`config.mk`:
```
export PLATFORM = sky130hd
export DESIGN_NAME = two_level_bitmap_block_allocator
export DESIGN_NICKNAME = d
export VERILOG_FILES = /design/src/rtl/tlba_pkg.sv /design/src/rtl/tlba_div.sv /design/src/rtl/two_level_bitmap_block_allocator.sv
export SDC_FILE = /design/constraint.sdc
export NUM_CORES = 2
export LEC_CHECK = 0
export ABC_AREA = 1
export ABC_CLOCK_PERIOD_IN_PS = 13960
export BUFFER_PORTS_ARGS = -buffer_cell sky130_fd_sc_hd__buf_2
export CAP_MARGIN = 5
export CORE_ASPECT_RATIO = 1.75
export CORE_UTILIZATION = 60
export DETAILED_ROUTE_END_ITERATION = 6
export PLACE_DENSITY = 0.81
export SLEW_MARGIN = 20
export SYNTH_ARGS = -nofsm -noshare
export SYNTH_HDL_FRONTEND = slang
export SYNTH_SLANG_ARGS = --single-unit
```
`constraint.sdc`:
```
create_clock -name clk -period 13.96 [get_ports clk]
set_input_delay 3.49 -clock clk [delete_from_list [all_inputs] [get_ports clk]]
set_output_delay 3.49 -clock clk [all_outputs]
set_load 0.005 [all_outputs]
```
`src/rtl/tlba_pkg.sv`:
```
// shared types, constants and helper functions of the two-level bitmap block allocator
`default_nettype none

package tlba_pkg;

	localparam int NUM_GROUPS_DEF = 32;
	localparam int MAX_BLOCKS_DEF = 1024;

	localparam int ADDR_W = 32;
	localparam int WORD_W = 32;
	localparam int BIT_W  = 5;
	localparam int SIZE_W = 13;
	localparam int CNT_W  = 11;
	localparam int PROD_W = SIZE_W + CNT_W;

	localparam logic [SIZE_W-1:0] SIZE_RST = SIZE_W'(32);

	typedef enum logic {
		CMD_ALLOC = 1'b0,
		CMD_FREE  = 1'b1
	} cmd_t;

	typedef enum logic [1:0] {
		ST_OK     = 2'd0,
		ST_EMPTY  = 2'd1,
		ST_RANGE  = 2'd2,
		ST_DOUBLE = 2'd3
	} status_t;

	typedef enum logic [1:0] {
		REG_POOL_BASE   = 2'd0,
		REG_BLOCK_SIZE  = 2'd1,
		REG_BLOCK_COUNT = 2'd2
	} reg_idx_t;

	typedef enum logic [2:0] {
		S_IDLE,
		S_ARD,
		S_AWB,
		S_MUL,
		S_AADR,
		S_FCHK,
		S_FDIV,
		S_FWB
	} state_t;

	typedef struct packed {
		cmd_t              cmd;
		logic [ADDR_W-1:0] free_address;
	} req_t;

	typedef struct packed {
		status_t           status;
		logic [ADDR_W-1:0] blk_addr;
		logic [CNT_W-1:0]  free_blocks;
	} rsp_t;

	// index of the highest set bit, zero for an empty word
	function automatic logic [BIT_W-1:0] hi_bit(input logic [WORD_W-1:0] w);
		logic [BIT_W-1:0] idx;
		idx = '0;
		for (int i = 0; i < WORD_W; i++) begin
			if (w[i]) begin
				idx = BIT_W'(i);
			end
		end
		return idx;
	endfunction

	// free bits of one group word right after the pool is loaded with n blocks
	function automatic logic [WORD_W-1:0] init_word(input logic [CNT_W-1:0] n,
		input logic [BIT_W-1:0] g);
		logic [CNT_W-1:0] first;
		logic [CNT_W-1:0] diff;
		logic [WORD_W-1:0] w;
		first = CNT_W'(g) << BIT_W;
		diff  = n - first;
		if (n >= first + CNT_W'(WORD_W)) begin
			w = '1;
		end else if (n > first) begin
			w = (WORD_W'(1) << diff[BIT_W-1:0]) - WORD_W'(1);
		end else begin
			w = '0;
		end
		return w;
	endfunction

endpackage

`default_nettype wire

```
`src/rtl/tlba_div.sv`:
```
// restoring divider producing a short quotient one bit per cycle
`default_nettype none

module tlba_div (
	input  wire logic                         clk,
	input  wire logic                         arst_n,
	input  wire logic                         start,
	input  wire logic [tlba_pkg::PROD_W-1:0]  dividend,
	input  wire logic [tlba_pkg::SIZE_W-1:0]  divisor,
	output logic                              done,
	output logic [tlba_pkg::CNT_W-1:0]        quotient
);

	localparam int PROD_W = tlba_pkg::PROD_W;
	localparam int CNT_W  = tlba_pkg::CNT_W;
	localparam int STEP_W = $clog2(CNT_W);

	logic              run_q;
	logic              done_q;
	logic [STEP_W-1:0] step_q;
	logic [PROD_W-1:0] rem_q;
	logic [PROD_W-1:0] dsr_q;
	logic [CNT_W-1:0]  quo_q;
	logic              ge;

	assign ge       = rem_q >= dsr_q;
	assign done     = done_q;
	assign quotient = quo_q;

	always_ff @(posedge clk or negedge arst_n) begin
		if (!arst_n) begin
			run_q  <= 1'b0;
			done_q <= 1'b0;
			step_q <= '0;
		end else begin
			done_q <= run_q && (step_q == '0);
			if (start) begin
				run_q  <= 1'b1;
				step_q <= STEP_W'(CNT_W - 1);
			end else if (run_q) begin
				if (step_q == '0) begin
					run_q <= 1'b0;
				end else begin
					step_q <= step_q - STEP_W'(1);
				end
			end
		end
	end

	// dividend is below divisor * 2^CNT_W, so CNT_W steps suffice
	always_ff @(posedge clk) begin
		if (start) begin
			rem_q <= dividend;
			dsr_q <= PROD_W'(divisor) << (CNT_W - 1);
			quo_q <= '0;
		end else if (run_q) begin
			if (ge) begin
				rem_q <= rem_q - dsr_q;
			end
			dsr_q <= dsr_q >> 1;
			quo_q <= {quo_q[CNT_W-2:0], ge};
		end
	end

endmodule

`default_nettype wire

```
`src/rtl/two_level_bitmap_block_allocator.sv`:
```
// top level of the two-level bitmap fixed-size block allocator
//
// A request is taken when start is high and busy is low. cmd selects allocate or
// free; free_address is used only by a free. Every request gives exactly one
// result, shown on rsp for one cycle with done high; the receiver cannot hold it.
// Allocate runs from the accepting edge to done through the summary priority
// encode with the group word read, the write-back, the size * index multiply and
// the base add; an empty pool answers at the encode step. Free runs through the
// size * count range multiply, the range compare, the bit-serial quotient
// divider, its done flag with the word read, and the write-back; an out-of-range
// free answers at the range compare. One request is in flight at a time; busy is
// high until its result is registered, and the next request may be accepted in
// the cycle done is high.
// The group words sit in a single-port synchronous memory; each has a valid flag
// so an entry that has not been written since reset or the last block_count
// write reads as its freshly loaded value. Reset and a block_count write reload
// the pool at once, with no clearing pass. Configuration writes on cfg_we are
// taken at any edge but belong to idle periods.
`default_nettype none

module two_level_bitmap_block_allocator #(
	parameter int NUM_GROUPS = tlba_pkg::NUM_GROUPS_DEF,
	parameter int MAX_BLOCKS = tlba_pkg::MAX_BLOCKS_DEF
) (
	input  wire logic                         clk,
	input  wire logic                         arst_n,
	input  wire logic                         start,
	output logic                              busy,
	input  wire tlba_pkg::req_t               req,
	output logic                              done,
	output tlba_pkg::rsp_t                    rsp,
	input  wire logic                         cfg_we,
	input  wire logic [1:0]                   cfg_idx,
	input  wire logic [tlba_pkg::ADDR_W-1:0]  cfg_wdata
);

	localparam int ADDR_W = tlba_pkg::ADDR_W;
	localparam int WORD_W = tlba_pkg::WORD_W;
	localparam int BIT_W  = tlba_pkg::BIT_W;
	localparam int SIZE_W = tlba_pkg::SIZE_W;
	localparam int CNT_W  = tlba_pkg::CNT_W;
	localparam int PROD_W = tlba_pkg::PROD_W;
	localparam int GW     = $clog2(NUM_GROUPS);
	localparam int IW     = GW + BIT_W;
	localparam int CAP_I  = (MAX_BLOCKS < WORD_W * NUM_GROUPS) ? MAX_BLOCKS
		: WORD_W * NUM_GROUPS;
	localparam logic [CNT_W-1:0] CAP = CNT_W'(CAP_I);

	function automatic logic [NUM_GROUPS-1:0] grp_init(input logic [CNT_W-1:0] n);
		logic [NUM_GROUPS-1:0] s;
		for (int g = 0; g < NUM_GROUPS; g++) begin
			s[g] = n > CNT_W'(g * WORD_W);
		end
		return s;
	endfunction

	tlba_pkg::state_t       state_q, state_d;
	tlba_pkg::cmd_t         cmd_q;
	tlba_pkg::rsp_t         rsp_q, res_d;
	logic                   done_q, res_fire;

	logic [ADDR_W-1:0]      base_q;
	logic [SIZE_W-1:0]      size_q;
	logic [CNT_W-1:0]       n_q, n_new;
	logic [NUM_GROUPS-1:0]  sum_q, vld_q;
	logic [CNT_W-1:0]       cnt_q, cnt_d;
	logic                   sum_set, sum_clr;

	logic [ADDR_W-1:0]      offset_q;
	logic [GW-1:0]          grp_q, top_grp, rd_a;
	logic [IW-1:0]          idx_q;
	logic [PROD_W-1:0]      prod_q;
	logic [CNT_W-1:0]       mul_b;

	logic [WORD_W-1:0]      mem [NUM_GROUPS];
	logic [WORD_W-1:0]      rd_q, word, clr_word, set_word, mem_wd;
	logic                   mem_we;
	logic [BIT_W-1:0]       blk_b, free_b;
	logic                   out_of_range;

	logic                   div_start, div_done;
	logic [CNT_W-1:0]       div_quo;

	assign busy = state_q != tlba_pkg::S_IDLE;
	assign done = done_q;
	assign rsp  = rsp_q;

	assign n_new = (cfg_wdata[CNT_W-1:0] < CAP) ? cfg_wdata[CNT_W-1:0] : CAP;

	assign top_grp  = GW'(tlba_pkg::hi_bit(WORD_W'(sum_q)));
	assign word     = vld_q[grp_q] ? rd_q : tlba_pkg::init_word(n_q, BIT_W'(grp_q));
	assign blk_b    = tlba_pkg::hi_bit(word);
	assign clr_word = word & ~(WORD_W'(1) << blk_b);
	assign free_b   = idx_q[BIT_W-1:0];
	assign set_word = word | (WORD_W'(1) << free_b);
	assign mul_b    = (cmd_q == tlba_pkg::CMD_ALLOC) ? CNT_W'(idx_q) : n_q;
	assign out_of_range = offset_q >= ADDR_W'(prod_q);

	tlba_div u_div (
		.clk      (clk),
		.arst_n   (arst_n),
		.start    (div_start),
		.dividend (offset_q[PROD_W-1:0]),
		.divisor  (size_q),
		.done     (div_done),
		.quotient (div_quo)
	);

	always_comb begin
		state_d = state_q;
		unique case (state_q)
			tlba_pkg::S_IDLE: begin
				if (start) begin
					state_d = (req.cmd == tlba_pkg::CMD_ALLOC) ? tlba_pkg::S_ARD
						: tlba_pkg::S_MUL;
				end
			end
			tlba_pkg::S_ARD:  state_d = (sum_q == '0) ? tlba_pkg::S_IDLE : tlba_pkg::S_AWB;
			tlba_pkg::S_AWB:  state_d = tlba_pkg::S_MUL;
			tlba_pkg::S_MUL: begin
				state_d = (cmd_q == tlba_pkg::CMD_ALLOC) ? tlba_pkg::S_AADR
					: tlba_pkg::S_FCHK;
			end
			tlba_pkg::S_AADR: state_d = tlba_pkg::S_IDLE;
			tlba_pkg::S_FCHK: state_d = out_of_range ? tlba_pkg::S_IDLE : tlba_pkg::S_FDIV;
			tlba_pkg::S_FDIV: begin
				if (div_done) begin
					state_d = tlba_pkg::S_FWB;
				end
			end
			tlba_pkg::S_FWB:  state_d = tlba_pkg::S_IDLE;
			default:          state_d = tlba_pkg::S_IDLE;
		endcase
	end

	always_comb begin
		res_fire  = 1'b0;
		res_d     = '{status: tlba_pkg::ST_OK, blk_addr: '0, free_blocks: cnt_q};
		mem_we    = 1'b0;
		mem_wd    = clr_word;
		sum_set   = 1'b0;
		sum_clr   = 1'b0;
		cnt_d     = cnt_q;
		div_start = 1'b0;
		rd_a      = grp_q;
		unique case (state_q)
			tlba_pkg::S_ARD: begin
				rd_a = top_grp;
				if (sum_q == '0) begin
					res_fire     = 1'b1;
					res_d.status = tlba_pkg::ST_EMPTY;
				end
			end
			tlba_pkg::S_AWB: begin
				mem_we  = 1'b1;
				sum_clr = clr_word == '0;
				if (cnt_q != '0) begin
					cnt_d = cnt_q - CNT_W'(1);
				end
			end
			tlba_pkg::S_AADR: begin
				res_fire       = 1'b1;
				res_d.blk_addr = base_q + ADDR_W'(prod_q);
			end
			tlba_pkg::S_FCHK: begin
				if (out_of_range) begin
					res_fire     = 1'b1;
					res_d.status = tlba_pkg::ST_RANGE;
				end else begin
					div_start = 1'b1;
				end
			end
			tlba_pkg::S_FDIV: begin
				rd_a = div_quo[IW-1:BIT_W];
			end
			tlba_pkg::S_FWB: begin
				res_fire = 1'b1;
				if (word[free_b]) begin
					res_d.status = tlba_pkg::ST_DOUBLE;
				end else begin
					mem_we  = 1'b1;
					mem_wd  = set_word;
					sum_set = 1'b1;
					if (cnt_q != '1) begin
						cnt_d = cnt_q + CNT_W'(1);
					end
					res_d.free_blocks = cnt_d;
				end
			end
			default: begin
			end
		endcase
	end

	always_ff @(posedge clk or negedge arst_n) begin
		if (!arst_n) begin
			state_q <= tlba_pkg::S_IDLE;
			done_q  <= 1'b0;
			base_q  <= '0;
			size_q  <= tlba_pkg::SIZE_RST;
			n_q     <= CAP;
			sum_q   <= grp_init(CAP);
			vld_q   <= '0;
			cnt_q   <= CAP;
		end else begin
			state_q <= state_d;
			done_q  <= res_fire;
			if (cfg_we && cfg_idx == tlba_pkg::REG_BLOCK_COUNT) begin
				n_q   <= n_new;
				sum_q <= grp_init(n_new);
				vld_q <= '0;
				cnt_q <= n_new;
			end else begin
				if (mem_we) begin
					vld_q[grp_q] <= 1'b1;
				end
				if (sum_set) begin
					sum_q[grp_q] <= 1'b1;
				end else if (sum_clr) begin
					sum_q[grp_q] <= 1'b0;
				end
				cnt_q <= cnt_d;
			end
			if (cfg_we) begin
				unique case (cfg_idx)
					tlba_pkg::REG_POOL_BASE: base_q <= cfg_wdata;
					tlba_pkg::REG_BLOCK_SIZE: begin
						size_q <= (cfg_wdata[SIZE_W-1:0] == '0) ? SIZE_W'(1)
							: cfg_wdata[SIZE_W-1:0];
					end
					default: begin
					end
				endcase
			end
		end
	end

	always_ff @(posedge clk) begin
		if (res_fire) begin
			rsp_q <= res_d;
		end
		if (state_q == tlba_pkg::S_IDLE && start) begin
			cmd_q    <= req.cmd;
			offset_q <= req.free_address - base_q;
		end
		if (state_q == tlba_pkg::S_ARD) begin
			grp_q <= top_grp;
		end
		if (state_q == tlba_pkg::S_AWB) begin
			idx_q <= {grp_q, blk_b};
		end
		if (state_q == tlba_pkg::S_FDIV && div_done) begin
			idx_q <= div_quo[IW-1:0];
			grp_q <= div_quo[IW-1:BIT_W];
		end
		if (state_q == tlba_pkg::S_MUL) begin
			prod_q <= PROD_W'(size_q) * PROD_W'(mul_b);
		end
	end

	// group word memory
	always_ff @(posedge clk) begin
		if (mem_we) begin
			mem[grp_q] <= mem_wd;
		end
		rd_q <= mem[rd_a];
	end

	a_done_after_busy: assert property (@(posedge clk) disable iff (!arst_n)
		done |-> $past(busy))
		else $error("result strobe without a request in progress");

	a_fell_busy_done: assert property (@(posedge clk) disable iff (!arst_n)
		$fell(busy) |-> done)
		else $error("request finished without a result transfer");

	a_addr_zero: assert property (@(posedge clk) disable iff (!arst_n)
		(done && rsp.status != tlba_pkg::ST_OK) |-> rsp.blk_addr == '0)
		else $error("nonzero address on a failed request");

	a_div_in_wait: assert property (@(posedge clk) disable iff (!arst_n)
		div_done |-> state_q == tlba_pkg::S_FDIV)
		else $error("divider finished outside the quotient wait");

endmodule

`default_nettype wire

```
; After elaboration in Yosys (flattened, before gate mapping)
; Memory sizes are Yosys's and may differ from the RTL's. A register that Yosys moved wholly into a read port is not among the register bits.
; Index checks and enable logic that the tools add are counted.
[totals]
register_bits = 315
ramBits = 1024
input_bits = 71
out_inout_bits = 47
word_cells = 250
memories = 1
[op_classes]
add_sub_neg = 9
n_mul = 1
magnitude_cmp = 40
n_eq_ne = 14
shift = 3
n_mux = 125
bitwise_logic = 7
reduce_logical = 27
[mem_list]
columns = name, depth, width, rd, rd_clocked_by_memory_dff, write_ports, line_no
row1 = mem, 32, 32, 1, 1, 1, two_level_bitmap_block_allocator.sv:75  ; logic [WORD_W-1:0] mem [NUM_GROUPS];
[op_table]
columns = operator, count
row1 = 2-to-1 mux 32 bit, 10
row2 = 2-to-1 mux 5 bit, 60
row3 = "greater-than comparator 11 x 10 -> 1 bit, second input constant", 16
row4 = OR 32 bit, 3
row5 = "left shift 1 x 5 -> 32 bit, first input constant", 3
row6 = "greater-than comparator 11 x 9 -> 1 bit, second input constant", 8
row7 = 2-to-1 mux 11 bit, 7
row8 = 2-to-1 mux 24 bit, 3
row9 = AND 32 bit, 2
row10 = logical NOT 32 bit, 2
row11 = NOT 32 bit, 2
row12 = 2-to-1 mux 23 bit, 2
row13 = "greater-than comparator 11 x 8 -> 1 bit, second input constant", 4
row14 = adder 32 x 24 -> 32 bit, 1
row15 = >= comparator 32 x 24 -> 1 bit, 1
row16 = "subtractor 32 x 2 -> 32 bit, second input constant", 1
row17 = subtractor 32 bit, 1
row18 = >= comparator 24 x 23 -> 1 bit, 1
row19 = multiplier 13 x 11 -> 24 bit, 1
row20 = subtractor 24 x 23 -> 24 bit, 1
row21 = "greater-than comparator 11 x 7 -> 1 bit, second input constant", 2
row22 = one-hot mux 11 bit (2 select lines), 1
row23 = one-hot mux 3 bit (7 select lines), 1
row24 = 2-to-1 mux 10 bit, 2
row25 = 42 further kinds, 91

; Longest topological paths before layout
[logic_depth]
ltp_word = 45
depth_mapped = 59
depth_no_buf = 58

; Cells and area by module
; A second synthesis with hierarchy kept.
[hier_totals]
hier_cells = 6474
hier_area_um2 = 67350.8
[modules_own_cells]
columns = mod, n_inst, cells_per_inst, area_each_um2, seq_area_each_um2
row1 = two_level_bitmap_block_allocator, 1, 5849, 63001.7, 38325.5
row2 = tlba_div, 1, 625, 4349.2, 1681.6

; Least setup slack after synthesis
; Ideal clock, no wire load.
[synth_path]
path_type = in2reg
startpoint = input req[2] (netlist bit)
endpoint = register offset_q[29], data pin
setup_ps = 265
arrival_ps = 6658
slack_ps = 7037
cell_stages = 27
path_buffers = 0
cell_sequence = ha_1 > nand2_1 > nor2_1 > a211oi_1 > o21ai_0 > a21oi_1 > inv_1 > a21oi_1 > inv_1 > a21oi_1 > inv_1 > a21oi_1 > nor3_1 > nor2_1 > o21bai_1 > a21oi_1 > o21ai_0 > a21oi_1 > nand2b_1 > inv_1 > o21ai_0 > nand2_1 > nand3_1 > nand2_1 > inv_1 > o21ai_0 > xor2_1
[synth_between]
elab_chain_len = 1
[synth_rtl]
columns = element, line_no
row1 = "start, declared", two_level_bitmap_block_allocator.sv:29  ; input wire tlba_pkg::req_t req,
row2 = subtractor 32 bit, two_level_bitmap_block_allocator.sv:244  ; offset_q <= req.free_address - base_q;
row3 = "end signal, assigned", two_level_bitmap_block_allocator.sv:244
row4 = "end, declared", two_level_bitmap_block_allocator.sv:69  ; logic [ADDR_W-1:0] offset_q;
; Every way passes these cells.
; A chain may end at the register's enable or synchronous reset.

; Final worst setup path
[layout_path]
startpoint = register idx_q[3]
endpoint = register prod_q[23], data pin
[layout_between]
elab_chain_len = 2
[layout_rtl]
columns = element, line_no
row1 = "start, declared", two_level_bitmap_block_allocator.sv:71  ; logic [IW-1:0] idx_q;
row2 = "start signal, assigned", two_level_bitmap_block_allocator.sv:250  ; idx_q <= {grp_q, blk_b};
row3 = "start signal, assigned", two_level_bitmap_block_allocator.sv:253  ; idx_q <= div_quo[IW-1:0];
row4 = 2-to-1 mux 11 bit, two_level_bitmap_block_allocator.sv:96  ; assign mul_b = (cmd_q == tlba_pkg::CMD_ALLOC) ? CNT_W'(idx_q) : n_q;
row5 = multiplier 13 x 11 -> 24 bit, two_level_bitmap_block_allocator.sv:257  ; prod_q <= PROD_W'(size_q) * PROD_W'(mul_b);
row6 = "end signal, assigned", two_level_bitmap_block_allocator.sv:257
row7 = "end, declared", two_level_bitmap_block_allocator.sv:72  ; logic [PROD_W-1:0] prod_q;
; Every way passes these cells.

==> results.toml <==
[logic_synthesis]
synth_nets = 6555
synth_flop_cell = "edfxtp_1"
async_flop_share = 0.103
synth_cell_types = 69
synth_top_area_frac = 0.532
synth_edf_count = 1178
syn-cell-area_um2 = 66500
ys_ff_latch = 1371
seq_area_frac_synth = 0.601
yosys_warnings = 0
synth_area_leaders = "edfxtp_1 (53%), nor2_1 (6.2%), nand2_1 (4.0%)"
yosysTopAreaCell = "edfxtp_1"
syn_avg_cell_area_um2 = 10.7
postSynthCellCount = 6198

[power]
finalPower_uw = 17600
p_per_area_nw_per_um2 = 241
leakage_uw = 0.0273
ir_worst_vdd_mv = 0.237

[critical_path]
worst-path-max-fanout = 18
crit_slowest_cell = "edfxtp_1"
cp.arrival_ps = 8530
cpMostUsedCell = "nand2_1"
r2r-start = "idx_q[3]$_DFFE_PP_"
cp-end-kind = "flip-flop"
cp-startpoint = "idx_q[3]$_DFFE_PP_"
max_stage_delay_ps = 950
path_class = "flip-flop to flip-flop"
critPathLaunchType = "flip-flop"
required_ps = 14480

[place]
placed_cell_area_um2 = 68800
port_buffers = 117
routabilityCongestion = 1.05
dp_hpwl_um = 128000

[clock_network]
clk_latency_ps = 780
cts_buffers = 116
postCtsHoldBufs = 0
clk_path_buf_depth = 3
h-tree-depth = 3
cts_tree = "done"
clock_sinks = 1371
clk_pin_slew_worst_paths_ps = 70
cts_setup_buffers = 0
root_buffer = "clkbuf_16"
cts_resized = 0

[sta]
fin_worst_skew_ps = 33.8
fin_crit_sh = 0.573
tightest_slew_ps = 1230
post-route-min-period_ps = 8000
fmax_mhz = 125
final_max_slew_viol_count = 0
rsz0062_at_grt = "false"
tns_ps = 0
final_hold_viol_count = 0
slew_headroom = 0.178
timing.hold.ws_ps = 466
setup_viol = 0

[worst_hold_path]
hp-class = "flip-flop to flip-flop"

[floorplan]
die-area_um2 = 112000
die_width_um = 254
std_cell_rows = 161
initial_core_util = 0.604
die_y_um = 442
pin_count = 118
core_region_area_um2 = 110000

[detailed_routing]
drt_iter0_drc = 5265
first_pass_iters = 7
finalWirelength_um = 205000
wl_per_cell_um = 26.3
drc = 1
avgViaCountPerCell = 6.37
vias = 49500
ant_nets = 0

[global_routing]
grt_max_degree = 237
grt_pass1_wl_um = 299000
overflow = 0
antenna_found_initial = 10
grt_usage = 0.366
grt_pass1_vias = 48800

[cells_and_area]
drive_gt1_frac = 0.0935
finalInstanceArea_um2 = 72900
nets = 6556
area_growth_pct = 9.68

[flow_run]
drv_cap = 0

[run_status]
failed_checks = "DRC"
status = "complete, but fails checks"
==> logic make-up after synthesis <==
| group | count (synthesis) | share of synthesized area |
|---|---|---|
| xor+xnor | 85 | 0.0112 |
| buf+inv | 903 | 0.0524 |
| fa+ha+maj | 286 | 0.0652 |
| simple gates | 2113 | 0.129 |
| compound gates | 1440 | 0.141 |
| flops | 1371 | 0.601 |
==> final cells by class <==
type                       instances  area (µm²)
inverter                         581        2220
fill                            8017       37100
sequential                      1371       40000
timing repair buffer             205        1300
tap                             1467        1840
multi-input combinational       3924       23600
antenna                            6        15.0
clock buffer                     146        3120
clock inverter                    74         851
==> flip-flops by register name (all words and copies together), names as in the netlist, 3 cells and up, named ones only <==
register        flops
mem              1024
rsp                45
base_q             32
offset_q           32
rd_q               32
vld_q              32
prod_q             24
u_div.rem_q        24
u_div.dsr_q        23
size_q             13
cnt_q              11
n_q                11
idx_q              10
u_div.quotient     10
grp_q               5
u_div.step_q        4
state_q             3
==> cell usage in the layout (no fill, tap or decap), drive strengths merged, types with 3 or more instances in the layout <==
cell	n
edfxtp	1178
nor2	1101
o21ai	493
o221ai	11
o21a	49
xnor2	30
inv	574
xor2	55
or2	3
o31ai	12
nand2	731
nand3	153
nor3	75
clkbuf	146
a31oi	57
clkinv	59
fa	101
o311ai	161
bufinv	15
o211ai	131
buf	205
a221oi	7
dfstp	35
nand4	36
diode	6
a21o	3
o21bai	141
dfxtp	52
a21boi	3
a211oi	10
clkinvlp	7
o32ai	97
ha	185
o22ai	15
a21oi	226
a32oi	12
nor4	9
dfrtp	106
a311oi	3
==> Yosys cell counts (all sizes together), types with 106 or more instances <==
master / number
dfrtp: 106
ha: 185
edfxtp: 1178
a21oi: 226
inv: 568
o211ai: 131
o311ai: 161
nor2: 1101
clkbuf: 273
o21ai: 493
nand3: 153
o21bai: 141
nand2: 731
==> per-stage QoR <==
| stage | util | instances | setup WS, ps |
|---|---|---|---|
| after floorplan | - | 6198 | 7040 |
| after global placement | 0.625 | 7547 | 6110 |
| after detailed placement | 0.625 | 7547 | 6090 |
| after CTS | 0.661 | 7767 | 6030 |
| after global routing | 0.663 | 7769 | 5620 |
| final | 0.663 | 7774 | 5960 |
==> worst paths after layout <==
kind	endpoint	slack, ps	depth (start not counted)
setup / recovery	prod_q[23]$_DFFE_PN_	5960	34
hold / removal	flip-flop	470	2
min in group asynchronous	u_div.step_q[2]$_DFFE_PN0P_	2760	1
max in group asynchronous	size_q[0]$_DFFE_PN0P_	9720	2
setup reg to reg	prod_q[23]$_DFFE_PN_	5960	34
hold reg to reg	flip-flop	470	2
==> power breakdown <==
part | internal [µW] | switching [µW] | total, µW | leakage [µW]
clock | 1870 | 1520 | 3390 | 0.00192
sequential | 5870 | 300 | 6170 | 0.0129
combinational | 2480 | 5560 | 8040 | 0.0126
==> routing by layer <==
layer,wire length [µm],share of wire,global-route usage,vias to the layer above
met5,40,0.00020,0,-
met3,15400,0.075,0.0692,909
met2,101000,0.49,0.617,2687
met1,67000,0.33,0.389,24000
met4,21300,0.10,0.321,6
li1,-,-,-,21900
==> worst max-delay path, delay by kind of cell (launching register included) <==
family                     cells  cell delay, ps
adders and majority gates      6            2450
DFF                            1             950
xor gates and xnor gates       1              70
AOI/OAI and AO/OA              6            1520
and+or+nand+nor               15            1490
buffers and inverters          6            1270
Note: power is estimated with default switching activity, not from simulation.
